<file path="src/design/rtip_pkg.sv">
package rtip_pkg;

   // Register indexes of the configuration port.
   localparam logic [1:0] CSR_RADIX       = 2'd0;
   localparam logic [1:0] CSR_FOLD_CASE   = 2'd1;
   localparam logic [1:0] CSR_RESULT_MODE = 2'd2;

   // Result range selection.
   localparam logic [1:0] MODE_UNSIGNED64 = 2'd0;
   localparam logic [1:0] MODE_SIGNED64   = 2'd1;
   localparam logic [1:0] MODE_SIGNED32   = 2'd2;

   // Reset values of the configuration registers.
   localparam logic [4:0] RADIX_RESET       = 5'd10;
   localparam logic       FOLD_CASE_RESET   = 1'b1;
   localparam logic [1:0] RESULT_MODE_RESET = MODE_SIGNED64;

   localparam logic [4:0] RADIX_MIN = 5'd2;
   localparam logic [4:0] RADIX_MAX = 5'd16;

   // Character codes.
   localparam logic [7:0] CHAR_PLUS   = 8'h2B;
   localparam logic [7:0] CHAR_MINUS  = 8'h2D;
   localparam logic [7:0] CHAR_ZERO   = 8'h30;
   localparam logic [7:0] CHAR_NINE   = 8'h39;
   localparam logic [7:0] CHAR_UPPER_A = 8'h41;
   localparam logic [7:0] CHAR_UPPER_F = 8'h46;
   localparam logic [7:0] CHAR_LOWER_A = 8'h61;
   localparam logic [7:0] CHAR_LOWER_F = 8'h66;

   // Range limits of the signed modes.
   localparam logic [63:0] POS_LIMIT_64 = 64'h7FFF_FFFF_FFFF_FFFF;
   localparam logic [63:0] POS_LIMIT_32 = 64'h0000_0000_7FFF_FFFF;

   typedef enum logic [2:0] {
      STATUS_OK       = 3'd0,
      STATUS_NO_DIGIT = 3'd1,
      STATUS_DUP_SIGN = 3'd2,
      STATUS_BAD_CHAR = 3'd3,
      STATUS_OVERFLOW = 3'd4
   } status_type;

   typedef enum logic [1:0] {
      PHASE_START  = 2'd0,
      PHASE_SIGNED = 2'd1,
      PHASE_DIGITS = 2'd2
   } phase_type;

   typedef struct packed {
      logic [7:0] char_code;
      logic       last_char;
   } req_word_type;

   typedef struct packed {
      logic [63:0] value;
      logic [2:0]  status;
   } rsp_word_type;

   typedef struct packed {
      logic [4:0] radix;
      logic       fold_case;
      logic [1:0] result_mode;
   } cfg_type;

   typedef struct packed {
      logic [63:0] accumulator;
      logic        negative;
      phase_type   phase;
      status_type  error_code;
   } field_state_type;

   localparam field_state_type FIELD_CLEAR = '{
      accumulator: 64'd0,
      negative:    1'b0,
      phase:       PHASE_START,
      error_code:  STATUS_OK
   };

endpackage

</file>
<file path="src/design/rtip_csr.sv">
module rtip_csr (
   input  logic              clock,
   input  logic              reset,
   input  logic              csr_write,
   input  logic [1:0]        csr_index,
   input  logic [4:0]        csr_data,
   output rtip_pkg::cfg_type cfg
);

   rtip_pkg::cfg_type cfg_ff;
   rtip_pkg::cfg_type cfg_in;

   always_comb begin
      cfg_in = cfg_ff;
      if (csr_write) begin
         case (csr_index)
            rtip_pkg::CSR_RADIX:       cfg_in.radix       = csr_data;
            rtip_pkg::CSR_FOLD_CASE:   cfg_in.fold_case   = csr_data[0];
            rtip_pkg::CSR_RESULT_MODE: cfg_in.result_mode = csr_data[1:0];
            default:                   cfg_in = cfg_ff;
         endcase
      end
   end

   always_ff @(posedge clock) begin
      if (reset) begin
         cfg_ff.radix       <= rtip_pkg::RADIX_RESET;
         cfg_ff.fold_case   <= rtip_pkg::FOLD_CASE_RESET;
         cfg_ff.result_mode <= rtip_pkg::RESULT_MODE_RESET;
      end else begin
         cfg_ff <= cfg_in;
      end
   end

   assign cfg = cfg_ff;

endmodule

</file>
<file path="src/design/rtip_step.sv">
module rtip_step (
   input  rtip_pkg::cfg_type         cfg,
   input  rtip_pkg::field_state_type state,
   input  rtip_pkg::req_word_type    word,
   output rtip_pkg::field_state_type state_next,
   output rtip_pkg::rsp_word_type    result
);

   logic [4:0]  base;
   logic        is_signed;
   logic        digit_ok;
   logic [3:0]  digit;
   logic [68:0] product;
   logic        take_digit;
   logic [63:0] pos_limit;
   logic [63:0] neg_limit;
   logic [7:0]  c;
   rtip_pkg::field_state_type upd;
   rtip_pkg::status_type      final_status;

   assign c = word.char_code;

   always_comb begin
      if (cfg.radix < rtip_pkg::RADIX_MIN) begin
         base = rtip_pkg::RADIX_MIN;
      end else if (cfg.radix > rtip_pkg::RADIX_MAX) begin
         base = rtip_pkg::RADIX_MAX;
      end else begin
         base = cfg.radix;
      end
   end

   assign is_signed = (cfg.result_mode != rtip_pkg::MODE_UNSIGNED64);

   // Digit decode; letters A to F give ten to fifteen.
   always_comb begin
      digit_ok = 1'b0;
      digit    = 4'd0;
      if (c >= rtip_pkg::CHAR_ZERO && c <= rtip_pkg::CHAR_NINE) begin
         digit_ok = 1'b1;
         digit    = 4'(c - rtip_pkg::CHAR_ZERO);
      end else if (c >= rtip_pkg::CHAR_UPPER_A && c <= rtip_pkg::CHAR_UPPER_F) begin
         digit_ok = 1'b1;
         digit    = 4'(c - rtip_pkg::CHAR_UPPER_A + 8'd10);
      end else if (cfg.fold_case && c >= rtip_pkg::CHAR_LOWER_A
                   && c <= rtip_pkg::CHAR_LOWER_F) begin
         digit_ok = 1'b1;
         digit    = 4'(c - rtip_pkg::CHAR_LOWER_A + 8'd10);
      end
      if ({1'b0, digit} >= base) begin
         digit_ok = 1'b0;
      end
   end

   // Any bit above the low 64 means the magnitude has left the unsigned range.
   assign product = 69'(state.accumulator) * 69'(base) + 69'(digit);

   always_comb begin
      upd        = state;
      take_digit = 1'b0;
      if (state.error_code == rtip_pkg::STATUS_OK) begin
         take_digit = 1'b1;
         case (state.phase)
            rtip_pkg::PHASE_START: begin
               if (c == rtip_pkg::CHAR_PLUS || (is_signed && c == rtip_pkg::CHAR_MINUS)) begin
                  take_digit   = 1'b0;
                  upd.negative = (c == rtip_pkg::CHAR_MINUS);
                  upd.phase    = rtip_pkg::PHASE_SIGNED;
                  if (word.last_char) begin
                     upd.error_code = rtip_pkg::STATUS_NO_DIGIT;
                  end
               end
            end
            rtip_pkg::PHASE_SIGNED: begin
               if (is_signed && c == rtip_pkg::CHAR_PLUS) begin
                  take_digit     = 1'b0;
                  upd.error_code = rtip_pkg::STATUS_DUP_SIGN;
               end
            end
            default: begin
            end
         endcase
         if (take_digit) begin
            upd.phase = rtip_pkg::PHASE_DIGITS;
            if (!digit_ok) begin
               upd.error_code = rtip_pkg::STATUS_BAD_CHAR;
            end else if (product[68:64] != 5'd0) begin
               upd.error_code = rtip_pkg::STATUS_OVERFLOW;
            end else begin
               upd.accumulator = product[63:0];
            end
         end
      end
   end

   assign pos_limit = (cfg.result_mode == rtip_pkg::MODE_SIGNED32) ?
                      rtip_pkg::POS_LIMIT_32 : rtip_pkg::POS_LIMIT_64;
   assign neg_limit = pos_limit + 64'd1;

   always_comb begin
      final_status = upd.error_code;
      result.value = 64'd0;
      if (upd.error_code == rtip_pkg::STATUS_OK) begin
         if (!is_signed) begin
            result.value = upd.accumulator;
         end else if (upd.negative) begin
            if (upd.accumulator > neg_limit) begin
               final_status = rtip_pkg::STATUS_OVERFLOW;
            end else begin
               result.value = 64'd0 - upd.accumulator;
            end
         end else begin
            if (upd.accumulator > pos_limit) begin
               final_status = rtip_pkg::STATUS_OVERFLOW;
            end else begin
               result.value = upd.accumulator;
            end
         end
      end
      result.status = 3'(final_status);
   end

   // The field ends with its last character and the next one starts afresh.
   assign state_next = word.last_char ? rtip_pkg::FIELD_CLEAR : upd;

endmodule

</file>
<file path="src/design/radix_integer_text_parser_core.sv">
// Streaming parser that turns the text of one number field into an integer.
// The req channel carries one character per word, with last_char marking the
// final character of the field. The rsp channel carries one word per field,
// the parsed value and a status, issued once the last character is folded in.
// Both channels move a word at a rising edge with valid high and stall low.
// The csr channel writes radix, fold_case and result_mode (indexes 0 to 2) at
// an edge with csr_valid and csr_ready high; csr_ready is always high, and
// registers are meant to be written only while no field is in flight.
// A character goes into an input register on acceptance and is folded into
// the field state from there, at the edge where the word of a finished field
// is loaded into the rsp register; rsp_valid rises with that load. One
// character is taken per cycle while req_stall is low; the single
// multiply-add of the accumulator by the radix sets that.
// Characters that give no result keep flowing while the rsp word is stalled;
// a last character waits in the input register until the rsp register is
// free, and req_stall is raised behind it.
// Reset clears the field state, empties both registers and loads the
// configuration defaults: radix ten, case folding on, signed 64-bit range.
module radix_integer_text_parser_core (
   input  logic                   clock,
   input  logic                   reset,
   input  logic                   req_valid,
   output logic                   req_stall,
   input  rtip_pkg::req_word_type req_word,
   output logic                   rsp_valid,
   input  logic                   rsp_stall,
   output rtip_pkg::rsp_word_type rsp_word,
   input  logic                   csr_valid,
   output logic                   csr_ready,
   input  logic [1:0]             csr_index,
   input  logic [4:0]             csr_data
);

   rtip_pkg::cfg_type         cfg;
   rtip_pkg::field_state_type state_ff;
   rtip_pkg::field_state_type state_in;
   rtip_pkg::rsp_word_type    result;

   logic                   in_valid_ff;
   rtip_pkg::req_word_type in_word_ff;
   logic                   rsp_valid_ff;
   rtip_pkg::rsp_word_type rsp_word_ff;
   logic                   advance;
   logic                   rsp_free;

   // The configuration never pushes back.
   assign csr_ready = 1'b1;

   rtip_csr u_csr (
      .clock     (clock),
      .reset     (reset),
      .csr_write (csr_valid && csr_ready),
      .csr_index (csr_index),
      .csr_data  (csr_data),
      .cfg       (cfg)
   );

   rtip_step u_step (
      .cfg        (cfg),
      .state      (state_ff),
      .word       (in_word_ff),
      .state_next (state_in),
      .result     (result)
   );

   // The result register can take a new word when it is empty or being read.
   assign rsp_free = !rsp_valid_ff || !rsp_stall;

   // A character that closes a field needs room in the result register;
   // any other character moves on at once.
   assign advance   = in_valid_ff && (!in_word_ff.last_char || rsp_free);
   assign req_stall = in_valid_ff && !advance;

   always_ff @(posedge clock) begin
      if (reset) begin
         in_valid_ff <= 1'b0;
      end else if (!req_stall) begin
         in_valid_ff <= req_valid;
      end
   end

   always_ff @(posedge clock) begin
      if (!req_stall && req_valid) begin
         in_word_ff <= req_word;
      end
   end

   always_ff @(posedge clock) begin
      if (reset) begin
         state_ff <= rtip_pkg::FIELD_CLEAR;
      end else if (advance) begin
         state_ff <= state_in;
      end
   end

   always_ff @(posedge clock) begin
      if (reset) begin
         rsp_valid_ff <= 1'b0;
      end else if (advance && in_word_ff.last_char) begin
         rsp_valid_ff <= 1'b1;
      end else if (!rsp_stall) begin
         rsp_valid_ff <= 1'b0;
      end
   end

   always_ff @(posedge clock) begin
      if (advance && in_word_ff.last_char) begin
         rsp_word_ff <= result;
      end
   end

   assign rsp_valid = rsp_valid_ff;
   assign rsp_word  = rsp_word_ff;

endmodule
</file>
<file path="config.mk">
export PLATFORM = sky130hd
export DESIGN_NAME = radix_integer_text_parser_core
export DESIGN_NICKNAME = d
export VERILOG_FILES = /design/src/design/rtip_pkg.sv /design/src/design/rtip_csr.sv /design/src/design/rtip_step.sv /design/src/design/radix_integer_text_parser_core.sv
export SDC_FILE = /design/constraint.sdc
export NUM_CORES = 1
export LEC_CHECK = 0
export BUFFER_PORTS_ARGS = -buffer_cell sky130_fd_sc_hd__buf_2
export CAP_MARGIN = 20
export CORE_MARGIN = 10
export CORE_UTILIZATION = 50
export CTS_BUF_LIST = sky130_fd_sc_hd__clkbuf_16
export DETAILED_ROUTE_END_ITERATION = 10
export PLACE_DENSITY = 0.69
export SYNTH_ARGS = -nofsm -noshare
export SYNTH_HDL_FRONTEND = slang
export SYNTH_SLANG_ARGS = --single-unit
</file>
<file path="constraint.sdc">
create_clock -name clock -period 12.5 [get_ports clock]
set_input_delay 0.625 -clock clock [delete_from_list [all_inputs] [get_ports clock]]
set_output_delay 0.625 -clock clock [all_outputs]
set_load 0.05 [all_outputs]
</file>
-- Word-level counts from Yosys, hierarchy flattened
Index checks and enable logic that the tools add are counted.
- $add $sub $neg: 8
- multiply operators: 1
- order comparisons: 11
- equal/unequal tests: 7
- multiplexer cells: 38
- reductions and logical operators: 31
- operators with widths (operator ; number):
    2-to-1 mux 64 bit ; 7
    2-to-1 mux 70 bit ; 2
    greater-than comparator 64 bit ; 2
    adder 69 x 4 -> 69 bit ; 1
    multiplier 64 x 5 -> 69 bit ; 1
    adder 64 x 1 -> 64 bit (second input constant) ; 1
    subtractor 1 x 64 -> 64 bit (first input constant) ; 1
    2-to-1 mux 63 bit ; 1
    2-to-1 mux 3 bit ; 10
    equality test 8 x 6 -> 1 bit (second input constant) ; 2
    >= comparator 8 x 7 -> 1 bit (second input constant) ; 2
    less-or-equal comparator 8 x 7 -> 1 bit (second input constant) ; 2
    2-to-1 mux 5 bit ; 3
    2-to-1 mux 4 bit ; 3
    subtractor 4 x 1 -> 4 bit (second input constant) ; 3
    logical AND 1 bit ; 10
    2-to-1 mux 1 bit ; 9
    adder 4 bit (second input constant) ; 2
    >= comparator 8 x 6 -> 1 bit (second input constant) ; 1
    less-or-equal comparator 8 x 6 -> 1 bit (second input constant) ; 1
    logical NOT 3 bit ; 2
    2-to-1 mux 6 bit ; 1
    case mux 3 bit (2 select lines) ; 1
    AND reduction 2 bit ; 3
    14 further kinds ; 25
- flip-flop bits (word level): 156
- input bits: 21
- output and inout bits: 70
- logic and storage cells: 109

-- Longest topological paths before layout
- depth in word-level cells: 17
- mapped depth: 49

-- Cells and area by module
Synthesis repeated with hierarchy kept, for this count alone.
- cells, all modules: 3068
- area total of the unflattened synthesis: 24631.1 um^2
- by module, submodules not included (module ; instances ; cells an instance ; area an instance (um^2) ; seq. area each (um^2)):
    rtip_step ; 1 ; 2640 ; 18735.5 ; 0.0
    radix_integer_text_parser_core ; 1 ; 393 ; 5537.8 ; 3723.6
    rtip_csr ; 1 ; 35 ; 357.8 ; 160.2

-- Least setup slack after synthesis
Ideal clock, no wire load.
- path kind: flip-flop to flip-flop
- start: register in_word_ff[1] in the netlist's numbering
- end: register rsp_word_ff (netlist bit rsp_word[48]), data pin
- library setup time: 0.169 ns
- arrival time: 9.772 ns
- data required time: 12.331 ns
- path slack: 2.558 ns
- stages on the path, launching flop included: 47
- path through: edfxtp_1 > inv_1 > ha_1 > nor2b_1 > a211oi_1 > a211oi_1 > nor2b_1 > o21ai_0 > nand2_1 > inv_1 > fa_1 > inv_1 > ha_1 > fa_1 > ha_1 > a211oi_4 > o21ai_2 > a22oi_2 > (+11 left out) > inv_1 > ha_1 > nand4_1 > nor2_1 > nand4_1 > nor2_1 > nand4b_1 > nor4_1 > nand4_1 > or4_1 > nor3_1 > a311o_1 > a31oi_1 > nor2_1 > clkbuf_1 > clkbuf_1 > o21ai_0 > o31ai_1
- cells in the longest elaborated chain, start to end: 16
- elaborated cells between the ends (all ways): 53
- RTL lines (element ; line ; RTL):
    from (decl) ; radix_integer_text_parser_core.sv:40 ; rtip_pkg::req_word_type in_word_ff;
    from (signal assigned) ; radix_integer_text_parser_core.sv:84 ; in_word_ff <= req_word;
    branches (longest 11 deep; another with adder 69 x 4 -> 69 bit) ; -- ;
    2-to-1 mux 70 bit (*) ; rtip_step.sv:61 ; if (state.error_code == rtip_pkg::STATUS_OK) begin
    subtractor 1 x 64 -> 64 bit (tied with other cells) ; rtip_step.sv:110 ; result.value = 64'd0 - upd.accumulator;
    2-to-1 mux 64 bit, on equally long branches ; rtip_step.sv:107, rtip_step.sv:113 ;
    2-to-1 mux 64 bit ; rtip_step.sv:106 ; end else if (upd.negative) begin
    2-to-1 mux 64 bit ; rtip_step.sv:104 ; if (!is_signed) begin
    to (signal assigned) ; radix_integer_text_parser_core.sv:108 ; rsp_word_ff <= result;
    to (decl) ; radix_integer_text_parser_core.sv:42 ; rtip_pkg::rsp_word_type rsp_word_ff;
Every way passes the cells marked *. The select of a mux whose other input is x is not followed.
A chain may end at the register's enable or synchronous reset.

-- Worst setup path after layout
- start: register in_word_ff[1] in the netlist's numbering
- end: register rsp_word_ff (netlist bit rsp_word[10]), data pin
The elaborated chain is that of the path after synthesis.

==> results by group <==
Logic synthesis
  • Synth Area in Simple Gates: 26.70%
  • Yosys warning count: 0
  • Main flop type after synthesis: dfxtp_1
  • Synthesized area per cell: 7.938 um^2
  • Post-synth cell types: 104
  • Post-synthesis cell area: 0.02311 mm^2
  • Cell count after synthesis: 2912
  • Yosys reg bits: 156
  • Area contributors post-synth: fa_1 16%, edfxtp_1 9.9%, ha_1 9.8%, and2_1 8.0%, dfxtp_1 6.9%
  • Synth top area share: 16.46%
  • Ys async rst share: 0%
  • Seq/Total Area, Yosys: 16.80%
  • Multiplexer area fraction after synthesis: 2.268%
  • Main combinational cell family by area after synthesis: simple AND/OR/NAND/NOR gates
  • Synth Area in Compound Gates: 17.48%
  • Synth Area in XOR/XNOR: 2.458%
  • Adder-Cell Fraction of Synth Area: 26.25%
  • Synth area leader: fa_1
  • Mapped Nets: 3304
  • Post-synth EDFFs: 76

GRT
  • Initial antenna violation count: 3
  • Total GRT Usage: 28.26%
  • Gr ovfl total: 0
  • Pin count of the biggest net entering global routing: 80
  • First-pass GRT wire length: 125900 um
  • Number of global-route vias before repair: 21.78k

Place
  • Placed Cells: 3458
  • Port Buf Inserts: 89
  • Placement Setup Slack: 0.8628 ns
  • HPWL after detailed placement: 62770 um
  • GP Congestion: 0.9973

Layout
  • ANT cells: 0
  • Nets: 3272
  • Fillers: 4299
  • Layout cells sized above 1: 7.881%
  • Post-route insts no fill: 3493
  • Area grow syn2layout: 6.192%

STA
  • Tmin final: 11.59 ns
  • Max Fclk: 0.08625 GHz
  • Final setup margin: 0.9058 ns
  • Slew at the pin with the worst max-slew slack: 1.075 ns
  • Setup violators final: 0
  • Final worst-path cycle share: 92.75%
  • Rel. slew slack: 28.34%
  • Clock Skews: 0.007387 ns
  • Final Max Slew Viols: 0
  • TNS Setup: 0 ns
  • RSZ-0062 raised after global routing: no
  • Hold violation count in the final report: 0

Clocking
  • Clock tree buffer depth: 2
  • Clock-pin slew on the worst setup and hold paths: 0.07 ns
  • Clk_lat worst skew: 0.46 ns
  • Hold Buf Count CTS: 0
  • Post-CTS resize count: 0
  • H-tree depth: 4
  • Clock Sinks: 156
  • Total CTS buffers: 17
  • Clk root buf: clkbuf_16
  • Buffer count from post-CTS setup fixing: 0
  • CTS tree: done

Route
  • Remaining routing DRC violations: 0
  • Via Count: 21.94k
  • Iteration-0 DRC Markers: 2302
  • TritonRoute pass-1 iters: 6
  • Vias per cell: 6.282
  • Final ANT Viol Nets: 0
  • Wire per inst: 23.02 um
  • Total wire length: 80410 um

Die
  • Die height: 235.0 um
  • Core Area: 0.04558 mm^2
  • Die area: 0.05523 mm^2
  • Num rows: 78
  • Boundary pin count: 91
  • Initial Util: 50.72%
  • Die width: 235.0 um

Critical path
  • Cell family with most CP delay: simple AND/OR/NAND/NOR gates
  • WP data arrival: 11.90 ns
  • Max stage delay on crit path: 0.76 ns
  • Critical path buffer and inverter count: 5
  • Setup crit start kind: flip-flop
  • Crit path max fanout: 23
  • Worst EP required: 12.81 ns
  • CP max-delay cell: a211oi_1
  • Setup crit end kind: flip-flop
  • Kind of critical path: reg2reg

Pwr
  • Max rail drop VDD: 0.09306 mV
  • Pleak: 11.90 nW
  • PD cells: 50.17 mW/mm^2

Min path
  • Worst Hold Class: in2reg

Run
  • Max Cap Viol: 0

Run status
  • Status: completed
[metal layers]
metal	share of wire, %	track usage, %	vias up
met5	0	0	-
met4	4.0	11.79	0
met3	7.6	4.232	187
met2	47	46.77	1010
met1	41	36.16	10800
li1	-	-	9944
[Yosys cell counts, types with 19 or more instances]
master,count
nand3_1,55
nor3b_1,19
o21ai_0,96
a21oi_1,147
a211oi_1,24
or3_1,37
xor2_1,34
clkbuf_1,134
buf_2,29
a22oi_1,56
dfxtp_1,80
inv_1,305
nor3_1,52
xnor2_1,29
nor4_1,30
nor2_1,227
o211ai_1,19
fa_1,190
mux2i_1,42
edfxtp_1,76
a31oi_1,23
and2_1,296
ha_1,181
nand4_1,53
or4_1,20
a21o_1,56
nand2_1,290
[power by group]
group / switching, mW / internal (mW) / total (mW)
registers: 0.00584 / 0.540 / 0.546
logic: 0.107 / 0.0386 / 0.145
clock network: 0.250 / 0.290 / 0.540
total: 0.362 / 0.869 / 1.23
[placed cells by master, fill, tap and decap left out, types with 20 or more instances in the layout]
master / synthesis / final
inv_1: 305 / 306
and2_1: 296 / 296
nand2_1: 290 / 289
nor2_1: 227 / 224
fa_1: 190 / 190
ha_1: 181 / 181
a21oi_1: 147 / 146
o21ai_0: 96 / 96
buf_2: 29 / 89
dfxtp_1: 80 / 79
edfxtp_1: 76 / 76
a22oi_1: 56 / 56
a21o_1: 56 / 56
nand3_1: 55 / 55
nand4_1: 53 / 53
nor3_1: 52 / 52
mux2i_1: 42 / 42
or3_1: 37 / 37
xor2_1: 34 / 34
buf_4: 2 / 33
nor4_1: 30 / 30
xnor2_1: 29 / 29
a211oi_1: 24 / 24
a31oi_1: 23 / 23
or4_1: 20 / 20
[sequential cells by signal, summed over array words and instances (netlist names)]
name and cells:
in_word_ff 9, u_csr.cfg 8, rsp_word 67, rsp_valid 1
in_valid_ff 1, state_ff 70
[final cells by class]
| cell class | instances | area, um^2 | share of cell area [%] |
|---|---|---|---|
| Timing Repair Buffer | 125 | 745.7 | 3.038 |
| Sequential cell | 156 | 3885 | 15.83 |
| Clock inverter | 14 | 130.1 | 0.5301 |
| Multi-Input combinational cell | 2275 | 17440 | 71.05 |
| Inverter | 305 | 1145 | 4.664 |
| Clock buffer | 18 | 450.4 | 1.835 |
| Tap cell | 600 | 750.7 | 3.058 |
[path summary, 6_finish.rpt]
check / start / end / slack [ns] / depth (start not counted)
worst min-delay path: req_word[7] / in_word_ff[7]$_DFFE_PP_ / 0.34 / 1
worst max register to register: in_word_ff[1]$_DFFE_PP_ / rsp_word[10]$_SDFFCE_PP0P_ / 0.91 / 42
worst max-delay path: in_word_ff[1]$_DFFE_PP_ / rsp_word[10]$_SDFFCE_PP0P_ / 0.91 / 42
worst min register to register: u_csr.cfg[3]$_SDFFE_PP0P_ / u_csr.cfg[3]$_SDFFE_PP0P_ / 0.52 / 2
[cells by family (layout without fill, tap and decap cells)]
| logic type | Yosys count | count (layout) |
|---|---|---|
| simple gates | 1186 | 1187 |
| flops | 156 | 156 |
| fa+ha+maj | 371 | 371 |
| other cells | 1 | 1 |
| xor+xnor | 64 | 64 |
| compound gates | 601 | 601 |
| buf+inv | 482 | 462 |
| mux | 51 | 51 |
[per-stage QoR]
stage               power [mW]  cell area [um^2]  hold WS [ns]  utilization, %
floorplan               0.6465             23110        0.4517               -
global placement        0.6959             23930        0.4972           52.50
detailed placement      0.6984             23930        0.5030           52.50
CTS                      1.231             24510        0.3247           53.77
global route             1.265             24550        0.3281           53.86
finish                   1.231             24550        0.3405           53.86
No activity file was read; power rests on OpenSTA's default activity.
